==> config.mk <==
export PLATFORM = sky130hd
export DESIGN_NAME = utf8_stream_decoder_validator
export DESIGN_NICKNAME = d
export VERILOG_FILES = /design/src/design/u8d_pkg.sv /design/src/design/u8d_in_stage.sv /design/src/design/u8d_core.sv /design/src/design/u8d_out_stage.sv /design/src/design/utf8_stream_decoder_validator.sv
export VERILOG_INCLUDE_DIRS = /design/src /design/src/design
export SDC_FILE = /design/constraint.sdc
export NUM_CORES = 1
export LEC_CHECK = 0
export ABC_AREA = 0
export BUFFER_PORTS_ARGS = -buffer_cell sky130_fd_sc_hd__buf_2
export CORE_MARGIN = 2
export CORE_UTILIZATION = 54
export CTS_CLUSTER_DIAMETER = 120
export DETAILED_ROUTE_END_ITERATION = 10
export PLACE_DENSITY = 0.79
export SYNTH_ARGS = -nofsm -noshare
export SYNTH_HDL_FRONTEND = slang
export SYNTH_SLANG_ARGS = --single-unit
export TNS_END_PERCENT = 100
==> constraint.sdc <==
create_clock -name clk -period 3.8 [get_ports clk]
set_input_delay 0.57 -clock clk [delete_from_list [all_inputs] [get_ports clk]]
set_output_delay 0.57 -clock clk [all_outputs]
set_load 0.01 [all_outputs]
==> src/design/assert_macros.svh <==
// Assertion macros shared by the UTF-8 decoder RTL.
// Each macro expects clk and rst_n to be visible at the place of use.
`ifndef ASSERT_MACROS_SVH
`define ASSERT_MACROS_SVH

// Checks that the consequent holds whenever the antecedent holds in the same cycle.
`define ASSERT_IMPLY(lbl, ante, cons, msg) \
    lbl: assert property (@(posedge clk) disable iff (!rst_n) (ante) |-> (cons)) \
        else $error(msg);

// Checks that the consequent holds in the cycle after the antecedent.
`define ASSERT_NEXT(lbl, ante, cons, msg) \
    lbl: assert property (@(posedge clk) disable iff (!rst_n) (ante) |=> (cons)) \
        else $error(msg);

`endif

==> src/design/u8d_pkg.sv <==
// Package for the UTF-8 stream decoder: status codes, limits and stage types.
// Used by every module of the decoder; depends on nothing.
`timescale 1ns / 1ps
`default_nettype none

package u8d_pkg;

    localparam int unsigned BYTE_W = 8;
    localparam int unsigned CP_W   = 21;
    localparam int unsigned LEN_W  = 3;
    localparam int unsigned REM_W  = 2;
    localparam int unsigned OUT_TDATA_W = 40;

    localparam logic [CP_W-1:0] CP_MAX      = 21'h10FFFF;
    localparam logic [CP_W-1:0] SURR_LO     = 21'h00D800;
    localparam logic [CP_W-1:0] SURR_HI     = 21'h00DFFF;
    localparam logic [CP_W-1:0] MIN_2BYTE   = 21'h000080;
    localparam logic [CP_W-1:0] MIN_3BYTE   = 21'h000800;
    localparam logic [CP_W-1:0] MIN_4BYTE   = 21'h010000;

    typedef enum logic [2:0] {
        ST_VALID        = 3'd0,
        ST_EXPECT_CONT  = 3'd1,
        ST_OUT_OF_RANGE = 3'd2,
        ST_SURROGATE    = 3'd3,
        ST_OVERLONG     = 3'd4,
        ST_INVALID_BYTE = 3'd5
    } status_t;

    typedef struct packed {
        logic              valid;
        logic [BYTE_W-1:0] data;
    } in_beat_t;

    typedef struct packed {
        logic [LEN_W-1:0]  sequence_length;
        logic [BYTE_W-1:0] error_byte;
        logic [CP_W-1:0]   char_value;
        status_t           status;
    } result_t;

endpackage

`default_nettype wire

==> src/design/u8d_in_stage.sv <==
// Input register of the UTF-8 decoder: holds one accepted byte for the decode step.
// Depends on u8d_pkg.
`timescale 1ns / 1ps
`default_nettype none

module u8d_in_stage
    import u8d_pkg::*;
(
    input  wire logic              clk,
    input  wire logic              rst_n,
    input  wire logic              s_axis_tvalid,
    output logic                   s_axis_tready,
    input  wire logic [BYTE_W-1:0] s_axis_tdata,
    input  wire logic              take,
    output in_beat_t               beat
);

    logic              valid_reg;
    logic              valid_next;
    logic [BYTE_W-1:0] data_reg;
    logic              load;

    assign s_axis_tready = !valid_reg || take;
    assign load          = s_axis_tvalid && s_axis_tready;

    always_comb
    begin
        valid_next = valid_reg;
        if (load)
        begin
            valid_next = 1'b1;
        end
        else if (take)
        begin
            valid_next = 1'b0;
        end
    end

    always_ff @(posedge clk or negedge rst_n)
    begin
        if (!rst_n)
        begin
            valid_reg <= 1'b0;
        end
        else
        begin
            valid_reg <= valid_next;
        end
    end

    always_ff @(posedge clk)
    begin
        if (load)
        begin
            data_reg <= s_axis_tdata;
        end
    end

    assign beat.valid = valid_reg;
    assign beat.data  = data_reg;

endmodule

`default_nettype wire

==> src/design/u8d_core.sv <==
// Decode step of the UTF-8 decoder: sequence state registers and the per-byte logic.
// Depends on u8d_pkg.
`timescale 1ns / 1ps
`default_nettype none

module u8d_core
    import u8d_pkg::*;
(
    input  wire logic     clk,
    input  wire logic     rst_n,
    input  wire in_beat_t beat,
    input  wire logic     take,
    output logic          res_valid,
    output result_t       res
);

    logic [CP_W-1:0]  partial_reg;
    logic [CP_W-1:0]  partial_next;
    logic [REM_W-1:0] remaining_reg;
    logic [REM_W-1:0] remaining_next;
    logic [LEN_W-1:0] collected_reg;
    logic [LEN_W-1:0] collected_next;

    logic [BYTE_W-1:0] b;
    logic [CP_W-1:0]   cp_cont;
    logic [LEN_W-1:0]  len_inc;
    logic [REM_W-1:0]  rem_dec;
    logic              is_overlong;

    assign b       = beat.data;
    assign cp_cont = {partial_reg[CP_W-7:0], b[5:0]};
    assign len_inc = collected_reg + 3'd1;
    assign rem_dec = remaining_reg - 2'd1;

    assign is_overlong = ((cp_cont < MIN_2BYTE) && (len_inc > 3'd1))
                      || ((cp_cont < MIN_3BYTE) && (len_inc > 3'd2))
                      || ((cp_cont < MIN_4BYTE) && (len_inc > 3'd3));

    always_comb
    begin
        partial_next        = partial_reg;
        remaining_next      = remaining_reg;
        collected_next      = collected_reg;
        res_valid           = 1'b0;
        res.status          = ST_VALID;
        res.char_value      = '0;
        res.error_byte      = b;
        res.sequence_length = 3'd1;

        if (!b[7])
        begin
            res_valid = 1'b1;
            if (remaining_reg != '0)
            begin
                remaining_next = '0;
                res.status     = ST_EXPECT_CONT;
            end
            else
            begin
                res.char_value = {{(CP_W-BYTE_W){1'b0}}, b};
            end
        end
        else if (b[7:6] == 2'b10)
        begin
            if (remaining_reg != '0)
            begin
                partial_next   = cp_cont;
                collected_next = len_inc;
                remaining_next = rem_dec;
                if (rem_dec == '0)
                begin
                    res_valid           = 1'b1;
                    res.char_value      = cp_cont;
                    res.sequence_length = len_inc;
                    if (cp_cont > CP_MAX)
                    begin
                        res.status = ST_OUT_OF_RANGE;
                    end
                    else if ((cp_cont >= SURR_LO) && (cp_cont <= SURR_HI))
                    begin
                        res.status = ST_SURROGATE;
                    end
                    else if (is_overlong)
                    begin
                        res.status = ST_OVERLONG;
                    end
                end
            end
        end
        else if (b[7:3] == 5'b11111)
        begin
            remaining_next = '0;
            res_valid      = 1'b1;
            res.status     = ST_INVALID_BYTE;
        end
        else if (remaining_reg != '0)
        begin
            remaining_next = '0;
        end
        else
        begin
            collected_next = 3'd1;
            if (b[7:5] == 3'b110)
            begin
                remaining_next = 2'd1;
                partial_next   = {{(CP_W-5){1'b0}}, b[4:0]};
            end
            else if (b[7:4] == 4'b1110)
            begin
                remaining_next = 2'd2;
                partial_next   = {{(CP_W-4){1'b0}}, b[3:0]};
            end
            else
            begin
                remaining_next = 2'd3;
                partial_next   = {{(CP_W-3){1'b0}}, b[2:0]};
            end
        end
    end

    always_ff @(posedge clk or negedge rst_n)
    begin
        if (!rst_n)
        begin
            partial_reg   <= '0;
            remaining_reg <= '0;
            collected_reg <= '0;
        end
        else if (take)
        begin
            partial_reg   <= partial_next;
            remaining_reg <= remaining_next;
            collected_reg <= collected_next;
        end
    end

endmodule

`default_nettype wire

==> src/design/u8d_out_stage.sv <==
// Result register of the UTF-8 decoder: holds one result beat until the sink takes it.
// Depends on u8d_pkg.
`timescale 1ns / 1ps
`default_nettype none

module u8d_out_stage
    import u8d_pkg::*;
(
    input  wire logic                   clk,
    input  wire logic                   rst_n,
    input  wire logic                   load,
    input  wire result_t                res,
    output logic                        ready,
    output logic                        m_axis_tvalid,
    input  wire logic                   m_axis_tready,
    output logic [OUT_TDATA_W-1:0]      m_axis_tdata
);

    logic    valid_reg;
    logic    valid_next;
    result_t res_reg;

    assign ready = !valid_reg || m_axis_tready;

    always_comb
    begin
        valid_next = valid_reg;
        if (load)
        begin
            valid_next = 1'b1;
        end
        else if (m_axis_tready)
        begin
            valid_next = 1'b0;
        end
    end

    always_ff @(posedge clk or negedge rst_n)
    begin
        if (!rst_n)
        begin
            valid_reg <= 1'b0;
        end
        else
        begin
            valid_reg <= valid_next;
        end
    end

    always_ff @(posedge clk)
    begin
        if (load)
        begin
            res_reg <= res;
        end
    end

    assign m_axis_tvalid = valid_reg;
    assign m_axis_tdata  = {{(OUT_TDATA_W-$bits(result_t)){1'b0}}, res_reg};

endmodule

`default_nettype wire

==> src/design/utf8_stream_decoder_validator.sv <==
// Top level of the UTF-8 stream decoder and validator.
// Each result beat is loaded into the output register as the byte completing it is taken.
// Throughput: one byte per cycle unless the sink stalls; decode sits between two registers.
// While a result beat waits for the sink, the byte in the input register waits as well.
// Reset (rst_n low, asynchronous) empties both registers and closes any open sequence.
// Depends on u8d_pkg, u8d_in_stage, u8d_core, u8d_out_stage and assert_macros.svh.
`timescale 1ns / 1ps
`default_nettype none

`include "assert_macros.svh"

module utf8_stream_decoder_validator
    import u8d_pkg::*;
(
    input  wire logic                   clk,
    input  wire logic                   rst_n,
    input  wire logic                   s_axis_tvalid,
    output logic                        s_axis_tready,
    input  wire logic [BYTE_W-1:0]      s_axis_tdata,  // [7:0] data_byte
    output logic                        m_axis_tvalid,
    input  wire logic                   m_axis_tready,
    // [2:0] status, [23:3] char_value, [31:24] error_byte, [34:32] sequence_length
    output logic [OUT_TDATA_W-1:0]      m_axis_tdata
);

    in_beat_t beat;
    result_t  res;
    logic     res_valid;
    logic     out_ready;
    logic     take;

    assign take = beat.valid && out_ready;

    u8d_in_stage u_in_stage (
        .clk           (clk),
        .rst_n         (rst_n),
        .s_axis_tvalid (s_axis_tvalid),
        .s_axis_tready (s_axis_tready),
        .s_axis_tdata  (s_axis_tdata),
        .take          (take),
        .beat          (beat)
    );

    u8d_core u_core (
        .clk       (clk),
        .rst_n     (rst_n),
        .beat      (beat),
        .take      (take),
        .res_valid (res_valid),
        .res       (res)
    );

    u8d_out_stage u_out_stage (
        .clk           (clk),
        .rst_n         (rst_n),
        .load          (take && res_valid),
        .res           (res),
        .ready         (out_ready),
        .m_axis_tvalid (m_axis_tvalid),
        .m_axis_tready (m_axis_tready),
        .m_axis_tdata  (m_axis_tdata)
    );

    `ASSERT_IMPLY(a_two_byte_range,
        m_axis_tvalid && (m_axis_tdata[2:0] == ST_VALID) && (m_axis_tdata[34:32] == 3'd2),
        (m_axis_tdata[23:3] >= MIN_2BYTE) && (m_axis_tdata[23:3] < MIN_3BYTE),
        "Valid two-byte sequence decoded outside its code point range.")
    `ASSERT_IMPLY(a_invalid_byte,
        m_axis_tvalid && (m_axis_tdata[2:0] == ST_INVALID_BYTE),
        m_axis_tdata[31:27] == 5'b11111,
        "Invalid-byte status reported for a byte below F8.")
    `ASSERT_IMPLY(a_range_len,
        m_axis_tvalid && (m_axis_tdata[2:0] == ST_OUT_OF_RANGE),
        m_axis_tdata[34:32] == 3'd4,
        "Out-of-range status reported for a sequence shorter than four bytes.")
    `ASSERT_NEXT(a_result_loaded,
        take && res_valid,
        m_axis_tvalid,
        "Decoded result did not reach the output register.")

endmodule

`default_nettype wire

Word level (Yosys, flattened, before mapping)
Cells that the tools add are included.
{"block": "word_totals", "regBits": 65, "inputBits": 12, "output_inout_bits": 42, "elab_cells": 87}
{"block": "classes", "add_sub_neg": 2, "n_lt_le_gt_ge": 9, "n_eq_ne": 7, "n_mux": 38, "reduce_logical": 21}
{"operator": "2-to-1 mux 15 bit", "count": 5}
{"operator": "2-to-1 mux 24 bit", "count": 3}
{"operator": "2-to-1 mux 3 bit", "count": 9}
{"operator": "greater-or-equal comparator 21 x 16 -> 1 bit, second input constant", "count": 1}
{"operator": "greater-than comparator 21 bit, second input constant", "count": 1}
{"operator": "<= comparator 21 x 16 -> 1 bit, second input constant", "count": 1}
{"operator": "less-than comparator 21 x 12 -> 1 bit, second input constant", "count": 1}
{"operator": "less-than comparator 21 x 17 -> 1 bit, second input constant", "count": 1}
{"operator": "less-than comparator 21 x 8 -> 1 bit, second input constant", "count": 1}
{"operator": "2-to-1 mux 21 bit", "count": 1}
{"operator": "2-to-1 mux 2 bit", "count": 7}
{"operator": "2-to-1 mux 1 bit", "count": 11}
{"operator": "nonzero test 2 bit", "count": 4}
{"operator": "logical AND 1 bit", "count": 7}
{"operator": "2-to-1 mux 7 bit", "count": 1}
{"operator": "greater-than comparator 3 x 2 -> 1 bit, second input constant", "count": 2}
{"operator": "== test 5 bit, second input constant", "count": 1}
{"operator": "AND reduction 5 bit", "count": 1}
{"operator": "== test 4 bit, second input constant", "count": 1}
{"operator": "logical OR 1 bit", "count": 4}
{"operator": "2-to-1 mux 4 bit", "count": 1}
{"operator": "inequality test 2 x 1 -> 1 bit, second input constant", "count": 2}
{"operator": "AND reduction 4 bit", "count": 1}
{"operator": "adder 3 x 1 -> 3 bit, second input constant", "count": 1}
{"operator": "other kinds (8)", "count": 9}

Depth between registers and ports, before layout
Gate-level depths: netlist of run 1.
{"block": "depth", "word_depth": 12, "depth_mapped": 9, "depth_no_buf": 7}

Modules after synthesis
Synthesis of run 1 repeated with hierarchy kept, for this count alone.
{"block": "unflattened", "hier_cells": 233, "area_unflattened_um2": 2861.5}
{"mod": "u8d_core", "n_inst": 1, "cells_per_inst": 174, "area_each_um2": 1407.6, "seq_area_each_um2": 500.5}
{"mod": "u8d_out_stage", "n_inst": 1, "cells_per_inst": 44, "area_each_um2": 1139.8, "seq_area_each_um2": 1076.0}
{"mod": "u8d_in_stage", "n_inst": 1, "cells_per_inst": 13, "area_each_um2": 301.5, "seq_area_each_um2": 265.3}
{"mod": "utf8_stream_decoder_validator", "n_inst": 1, "cells_per_inst": 2, "area_each_um2": 12.5, "seq_area_each_um2": 0.0}

Worst setup path before layout of run 1
OpenSTA, ideal clock, no wires.
{"block": "synth_path", "path_type": "register to register", "startpoint": "reg u_in_stage.data_reg[6]", "endpoint": "reg u_out_stage.res_reg, in the netlist u_out_stage.m_axis_tdata[0], enable pin", "setup_ps": 427, "arrival_time_ps": 2390, "required_ps": 3373, "setup_slack_ps": 983, "stages_incl_launch_ff": 6, "n_path_buf": 1, "synth_period_minus_slack_ps": 2817, "cell_sequence": "edfxtp_1 > buf_2 > nand4_1 > nand2_2 > a21oi_1 > nor2_1"}
{"block": "synth_via", "elab_chain_cells": 5, "elab_cells_between_ends": 6, "classes_between": "eq/ne (2); mux (3); reduce/logical (1)"}
{"item": "from (decl)", "line": "u8d_in_stage.sv:20", "rtl": "logic [BYTE_W-1:0] data_reg;"}
{"item": "from (signal assigned)", "line": "u8d_in_stage.sv:55", "rtl": "data_reg <= s_axis_tdata;"}
{"item": "== test 5 bit", "line": "u8d_core.sv:90", "rtl": "else if (b[7:3] == 5'b11111)"}
{"item": "2-to-1 mux 1 bit", "line": "u8d_core.sv:90"}
{"item": "2-to-1 mux 1 bit *", "line": "u8d_core.sv:63", "rtl": "else if (b[7:6] == 2'b10)"}
{"item": "2-to-1 mux 1 bit *", "line": "u8d_core.sv:50", "rtl": "if (!b[7])"}
{"item": "logical AND 1 bit *", "line": "utf8_stream_decoder_validator.sv:56", "rtl": ".load (take && res_valid),"}
{"item": "via u_out_stage.load", "line": "u8d_out_stage.sv:11", "rtl": "input wire logic load,"}
{"item": "to (signal assigned)", "line": "u8d_out_stage.sv:54", "rtl": "res_reg <= res;"}
{"item": "to (decl)", "line": "u8d_out_stage.sv:21", "rtl": "result_t res_reg;"}
Mark *: on every way through the listed nets, which the timed path passes. The rest lies on a longest branch.
A chain may end at the register's enable or synchronous reset.

Worst setup path in the final report of run 1
{"block": "layout_path", "startpoint": "reg u_in_stage.data_reg[6]", "endpoint": "reg u_core.partial_reg[4]"}
{"block": "layout_via", "elab_chain_cells": 5, "elab_cells_between_ends": 11, "classes_between": "eq/ne (6); mux (4); reduce/logical (1)"}
{"item": "== test 3 bit", "line": "u8d_core.sv:103", "rtl": "if (b[7:5] == 3'b110)"}
{"item": "2-to-1 mux 15 bit", "line": "u8d_core.sv:103"}
{"item": "2-to-1 mux 15 bit", "line": "u8d_core.sv:96", "rtl": "else if (remaining_reg != '0)"}
{"item": "2-to-1 mux 15 bit", "line": "u8d_core.sv:90"}
{"item": "2-to-1 mux 15 bit", "line": "u8d_core.sv:63"}
{"item": "to (signal assigned)", "line": "u8d_core.sv:131", "rtl": "partial_reg <= partial_next;"}
{"item": "to (decl)", "line": "u8d_core.sv:17", "rtl": "logic [CP_W-1:0] partial_reg;"}
Parallel ways exist; a longest one is shown, timed or not. The select of a mux whose other input is x is not followed.

==> run_results.csv, run 1 <==
group,metric,value,unit
floorplan,placementRows,26,
clock_network,cts_root_buffer,"clkbuf_8",
synth,synth_top_cell_by_area,"edfxtp_1",
timing,tightest_slew,0.662,ns
synth,ys_seq_area_frac,0.663,
outcome,run_status,"finished, final reports clean",
finish,area.sequential,1840,um^2
setup_path,worstReg2RegStart,"u_in_stage.data_reg[6]$_DFFE_PP_",
clock_network,ctsLongestPathBuffers,2,
timing,final.min_clock_period,2.41,ns
synth,synthCells,205,
synth,post_synthesis_simple_gate_area_fraction,0.132,
finish,syn_to_final_growth,18.6,%
synth,netlist_area,2780,um^2
finish,layout_commonest_cell,"buf_2",
finish,multi_input_area,847,um^2
drt,detailedRoute.firstPassIterationCount,4,
drt,dr_vias_cell,5.14,
synth,synth_xor_area_frac,0.00315,
timing,timing.final.max_slew_violations,0,
clock_network,postCtsResizedCells,0,
floorplan,die_w,75.7,um
synth,main_combinational_cell_family_by_area_after_synthesis,"simple AND/OR/NAND/NOR gates",
drt,vias,1717,
global_route,grt_first_pass_wirelength,7560,um
clock_network,cts_tree,"yes",
synth,synthDistinctLibCells,40,
timing,totalNegativeSetupSlack,0,ns
synth,synth.mux.area_fraction,0.0352,
synth,syn-mean-instance-area,13.5,um^2
timing,finalHoldWorstSlack,0.189,ns
job,drv_cap,0,
floorplan,dieArea,5730,um^2
clock_network,cts_buffers,9,
clock_network,numClockSinks,65,
setup_path,start_kind,"flip-flop",
drt,drc,0,
drt,wl_per_cell,13.8,um
clock_network,cts_setup_buffers,0,
synth,synth-compound-area-share,0.0910,
global_route,grt_antenna_before_repair,0,
placement,hpwlAfterDp,3240,um
synth,synth_seq_cells,65,
pwr,power.static_leakage,0.00135,uW
global_route,grt_use_total,0.190,
pwr,ir_worst_vdd,0.386,mV
floorplan,starting_density_of_the_core,0.551,
global_route,grt_start_max_net_pins,36,
setup_path,timing.reg2reg.worst_path_depth,8,
placement,placed_cell_area,3070,um^2
finish,drive_gt1_frac,0.303,
clock_network,cts.htree.levels,3,
setup_path,critPathCaptureType,"flip-flop",
timing,fmax,415,MHz
pwr,power_density,669,nW/um^2
setup_path,classification_of_the_worst_setup_path,"reg2reg",
setup_path,setup.reg_to_reg.worst_slack,1.39,ns
finish,most-common-layout-cells,"buf_2 (48), edfxtp_1 (43), dfrtp_1 (22)",
placement,place_congestion,0.820,
timing,timing.final.crit_share,0.634,
timing,setup_viol_count_final,0,
drt,drt_first_iter_violations,152,
placement,numPlacedInstances,318,
timing,relSlewSlack,0.554,
finish,post_layout_nets,279,
floorplan,core_region_area,5040,um^2
setup_path,worst_ep_arrival_time,2.63,ns
finish,non_filler_instance_count_after_layout,334,
setup_path,rr_endpoint,"u_core.partial_reg[4]$_DFFE_PN0P_",
timing,report.final.hold_viol_count,0,
finish,antenna_cells_inserted,0,
drt,detail-route-antenna-nets,0,
finish,fillerInstances,376,
finish,largest_register_ff_count,35,
placement,io_buffer_count,48,
finish,stdcell_area,3290,um^2
clock_network,clkSlewWorstSetupHoldPaths,0.07,ns
floorplan,die-height,75.7,um
floorplan,boundaryPins,54,
timing,unrepaired_setup_endpoints_after_global_routing,"false",
synth,synth-warning-count,0,
synth,synthFlopType,"edfxtp_1",
synth,synth_enable_flop_cells,43,
timing,clock_skew,0.00806,ns
clock_network,cts-hold-fix-buffers,0,
global_route,first_global_vias,1594,
setup_path,worst-endpoint-required,4.03,ns
synth,synth_fa_ha_area_frac,0.0361,
clock_network,worst_skew_pair.late_latency,0.34,ns
worst_hold_path,worstHoldPathType,"in2async",
synth,post_synth_arst_share,0.338,
synth,area_share_of_the_leading_cell_type_in_the_synthesized_netlist,0.465,
synth,post_synth_main_area_contributors,"edfxtp_1 (47%), dfrtp_1 (20%), ha_1 (3.6%)",
setup_path,crit_path_max_fanout,22,
global_route,globalRoute.totalOverflow,0,
drt,finalWirelength,4620,um
[through the flow]
stage          utilization  setup WS, ns  power (uW)
2_1_floorplan            -         0.983        1400
3_3_place_gp         0.609          1.55        1560
3_5_place_dp         0.609          1.44        1580
4_1_cts              0.653          1.43        2220
5_1_grt              0.653          1.26        2340
6_report             0.653          1.39        2200
[cell type report]
cell class / instances / share of cell area
Multi-Input combinational cell: 122 / 0.257
Inverter: 11 / 0.0125
Tap cell: 70 / 0.0266
Clock buffer: 11 / 0.0429
Timing Repair Buffer: 50 / 0.0775
Sequential cell: 65 / 0.559
Clock inverter: 5 / 0.0239
[layer usage]
metal | GRT usage | routed length (um)
met1 | 0.243 | 2110
met2 | 0.287 | 2130
met3 | 0.0675 | 292
met4 | 0.101 | 89
met5 | 0 | 0
[power by group]
part	total, uW	internal (uW)	switching (uW)
logic	515	222	293
clock network	641	386	255
registers	1050	924	123
[synthesized netlist by cell type (all sizes together), types with 2 or more instances]
cell / count
dfrtp: 22
inv: 10
o21ai: 13
clkbuf: 3
mux2: 6
and2: 16
a21oi: 2
o31ai: 7
buf: 8
ha: 8
nor2b: 8
nand2b: 6
o41ai: 4
nand3: 3
nor3: 2
o22ai: 2
nor2: 6
edfxtp: 43
nand3b: 2
nand2: 15
nor4: 2
mux2i: 3
nand4: 2
[critical path, cell delays in order, from the launching register on]
cell and delay [ns]:
edfxtp_1 0.60, inv_1 0.11, nand2_1 0.12, clkinv_1 0.23, ha_1 0.36, nand3_1 0.06, buf_4 0.20, nor2_4 0.24
mux2_2 0.37
[how the worst max path moves through the flow]
stage,from,endpoint,cells past startpoint
finish,u_in_stage.data_reg[6]$_DFFE_PP_,u_core.partial_reg[4]$_DFFE_PN0P_,8
global route,u_in_stage.data_reg[6]$_DFFE_PP_,u_core.partial_reg[4]$_DFFE_PN0P_,8
CTS,u_in_stage.data_reg[6]$_DFFE_PP_,u_core.partial_reg[4]$_DFFE_PN0P_,8
detailed placement,u_in_stage.data_reg[6]$_DFFE_PP_,u_core.partial_reg[4]$_DFFE_PN0P_,8
global placement,u_in_stage.data_reg[6]$_DFFE_PP_,u_core.partial_reg[2]$_DFFE_PN0P_,8
floorplan,u_in_stage.data_reg[6]$_DFFE_PP_,u_out_stage.m_axis_tdata[0]$_DFFE_PP_,5
[kinds of logic after synthesis]
kind of cell	count (synthesis)
adder cells (fa/ha/maj)	8
AO/OA/AOI/OAI	35
XOR/XNOR	1
other	1
multiplexers	9
AND/OR/NAND/NOR	64
buffers and inverters	22
flip-flops	65
(Power assumes the default switching activity.)
==> run 2: changes to the inputs <==
==> constraint.sdc (replaced) <==
create_clock -name clk -period 2.4 [get_ports clk]
set_input_delay 0.36 -clock clk [delete_from_list [all_inputs] [get_ports clk]]
set_output_delay 0.36 -clock clk [all_outputs]
set_load 0.01 [all_outputs]
==> run 2 against run 1 <==
Net effect: flip-flop and latch count unchanged; hold slack gained 0.011 ns; sequential power increased by 57%; critical path depth shrank 2; die area did not move; fmax is 25% higher; count of clock-buffer cells in the layout grew 1; combinational power increased by 63%; cell area up 0.15%; cell count rose by 1.2%; sequential share of layout area decreased by 0.085 points; global-route usage down 0.54 points.
==> run_results.csv, run 2 (synthesized netlist as in run 1, its figures left out) <==
group,metric,value,unit
global_route,grt_use_total,0.185,
clock_network,postCtsResizedCells,0,
placement,hpwlAfterDp,3220,um
setup_path,classification_of_the_worst_setup_path,"reg2reg",
timing,fmax,519,MHz
drt,vias,1721,
drt,detail-route-antenna-nets,0,
timing,totalNegativeSetupSlack,0,ns
job,drv_cap,0,
global_route,grt_antenna_before_repair,0,
finish,layout_commonest_cell,"buf_2",
global_route,grt_start_max_net_pins,32,
drt,dr_vias_cell,5.09,
timing,tightest_slew,0.724,ns
finish,most-common-layout-cells,"buf_2 (48), edfxtp_1 (43), dfrtp_1 (22)",
pwr,power.static_leakage,0.00135,uW
floorplan,starting_density_of_the_core,0.551,
timing,setup_ws,0.473,ns
timing,setup_viol_count_final,0,
floorplan,dieArea,5730,um^2
pwr,power_density,1010,nW/um^2
clock_network,cts.htree.levels,3,
floorplan,placementRows,26,
setup_path,critPathCaptureType,"flip-flop",
placement,io_buffer_count,48,
clock_network,clkSlewWorstSetupHoldPaths,0.07,ns
finish,area.sequential,1840,um^2
setup_path,setup.reg_to_reg.worst_slack,0.47,ns
finish,post_layout_nets,283,
worst_hold_path,worstHoldPathType,"in2reg",
floorplan,die_w,75.7,um
floorplan,die-height,75.7,um
floorplan,boundaryPins,54,
finish,largest_register_ff_count,35,
clock_network,cts_root_buffer,"clkbuf_8",
floorplan,core_region_area,5040,um^2
drt,drt_first_iter_violations,83,
finish,multi_input_area,847,um^2
finish,syn_to_final_growth,18.8,%
timing,relSlewSlack,0.513,
outcome,run_status,"finished, final reports clean",
global_route,first_global_vias,1513,
timing,unrepaired_setup_endpoints_after_global_routing,"false",
drt,detailedRoute.firstPassIterationCount,4,
setup_path,crit_path_max_fanout,8,
clock_network,cts-hold-fix-buffers,1,
placement,detailedPlace.worstSlack,0.480,ns
setup_path,worst_ep_arrival_time,2.15,ns
clock_network,ctsLongestPathBuffers,2,
finish,fillerInstances,399,
setup_path,worst-endpoint-required,2.62,ns
clock_network,cts_setup_buffers,0,
timing,timing.final.crit_share,0.803,
clock_network,numClockSinks,65,
timing,final.min_clock_period,1.93,ns
finish,drive_gt1_frac,0.302,
global_route,grt_first_pass_wirelength,7460,um
global_route,globalRoute.totalOverflow,0,
pwr,ir_worst_vdd,0.690,mV
clock_network,cts_buffers,9,
timing,timing.final.max_slew_violations,0,
drt,wl_per_cell,13.5,um
clock_network,cts_tree,"yes",
timing,report.final.hold_viol_count,0,
placement,place_congestion,0.836,
drt,finalWirelength,4570,um
finish,antenna_cells_inserted,0,
drt,drc,0,
timing,clock_skew,0.00832,ns
clock_network,worst_skew_pair.late_latency,0.33,ns
setup_path,start_kind,"flip-flop",
==> run 2: cell types whose count changed in the layout (fill, tap and decap cells not counted) <==
cell / delta
clkbuf_8: -1
bufinv_16: -1
clkinv_4: -1
dlygate4sd3_1: +1
buf_12: +1
clkbuf_1: +2
buf_4: +2
clkinv_2: +1
==> run 2: cell type report <==
class / count / share of cell area
flip-flops and latches: 65 / 0.558
multi-input cells: 122 / 0.257
repair buffers: 54 / 0.0910
clock buffers: 12 / 0.0410
well taps: 70 / 0.0266
clock inverters: 4 / 0.0137
inverters: 11 / 0.0125
==> run 2: worst paths after layout <==
kind | cells past startpoint | from | endpoint
worst max-delay path | 6 | u_in_stage.data_reg[7]$_DFFE_PP_ | u_core.partial_reg[2]$_DFFE_PN0P_
max in group asynchronous | 2 | rst_n | u_core.partial_reg[12]$_DFFE_PN0P_
worst max register to register | 6 | u_in_stage.data_reg[7]$_DFFE_PP_ | u_core.partial_reg[2]$_DFFE_PN0P_
worst min register to register | 0 | u_in_stage.data_reg[2]$_DFFE_PP_ | u_out_stage.m_axis_tdata[26]$_DFFE_PP_
min in group asynchronous | 2 | rst_n | u_core.partial_reg[5]$_DFFE_PN0P_
worst min-delay path | 1 | s_axis_tdata[0] | u_in_stage.data_reg[0]$_DFFE_PP_
==> run 2: through the flow <==
step                cells  area (um^2)  total power [uW]   util  hold slack (ns)
global placement      321         3110              2470  0.616            0.357
global route          338         3300              3540  0.654            0.169
detailed placement    321         3110              2500  0.616            0.355
finish                338         3300              3330  0.654            0.200
floorplan             209         2790              2220      -           0.0644
CTS                   338         3300              3350  0.654            0.181
==> run 2: per-layer routing <==
layer,part of all wire,up-vias,GRT usage
li1,-,850,-
met1,0.47,814,0.257
met5,0,-,0
met3,0.052,4,0.0754
met2,0.47,53,0.266
met4,0.011,0,0.0643
==> run 2: critical path: stages, from the launching register on <==
cell      delay [ns]
edfxtp_1        0.50
nand2_1         0.17
clkinv_1        0.09
ha_1            0.28
nand3_1         0.12
nor2_4          0.27
mux2_2          0.37
==> run 2: where the power goes <==
group | switching [uW] | internal, uW
clock network | 368 | 475
registers | 183 | 1460
logic | 472 | 367
total | 1020 | 2300
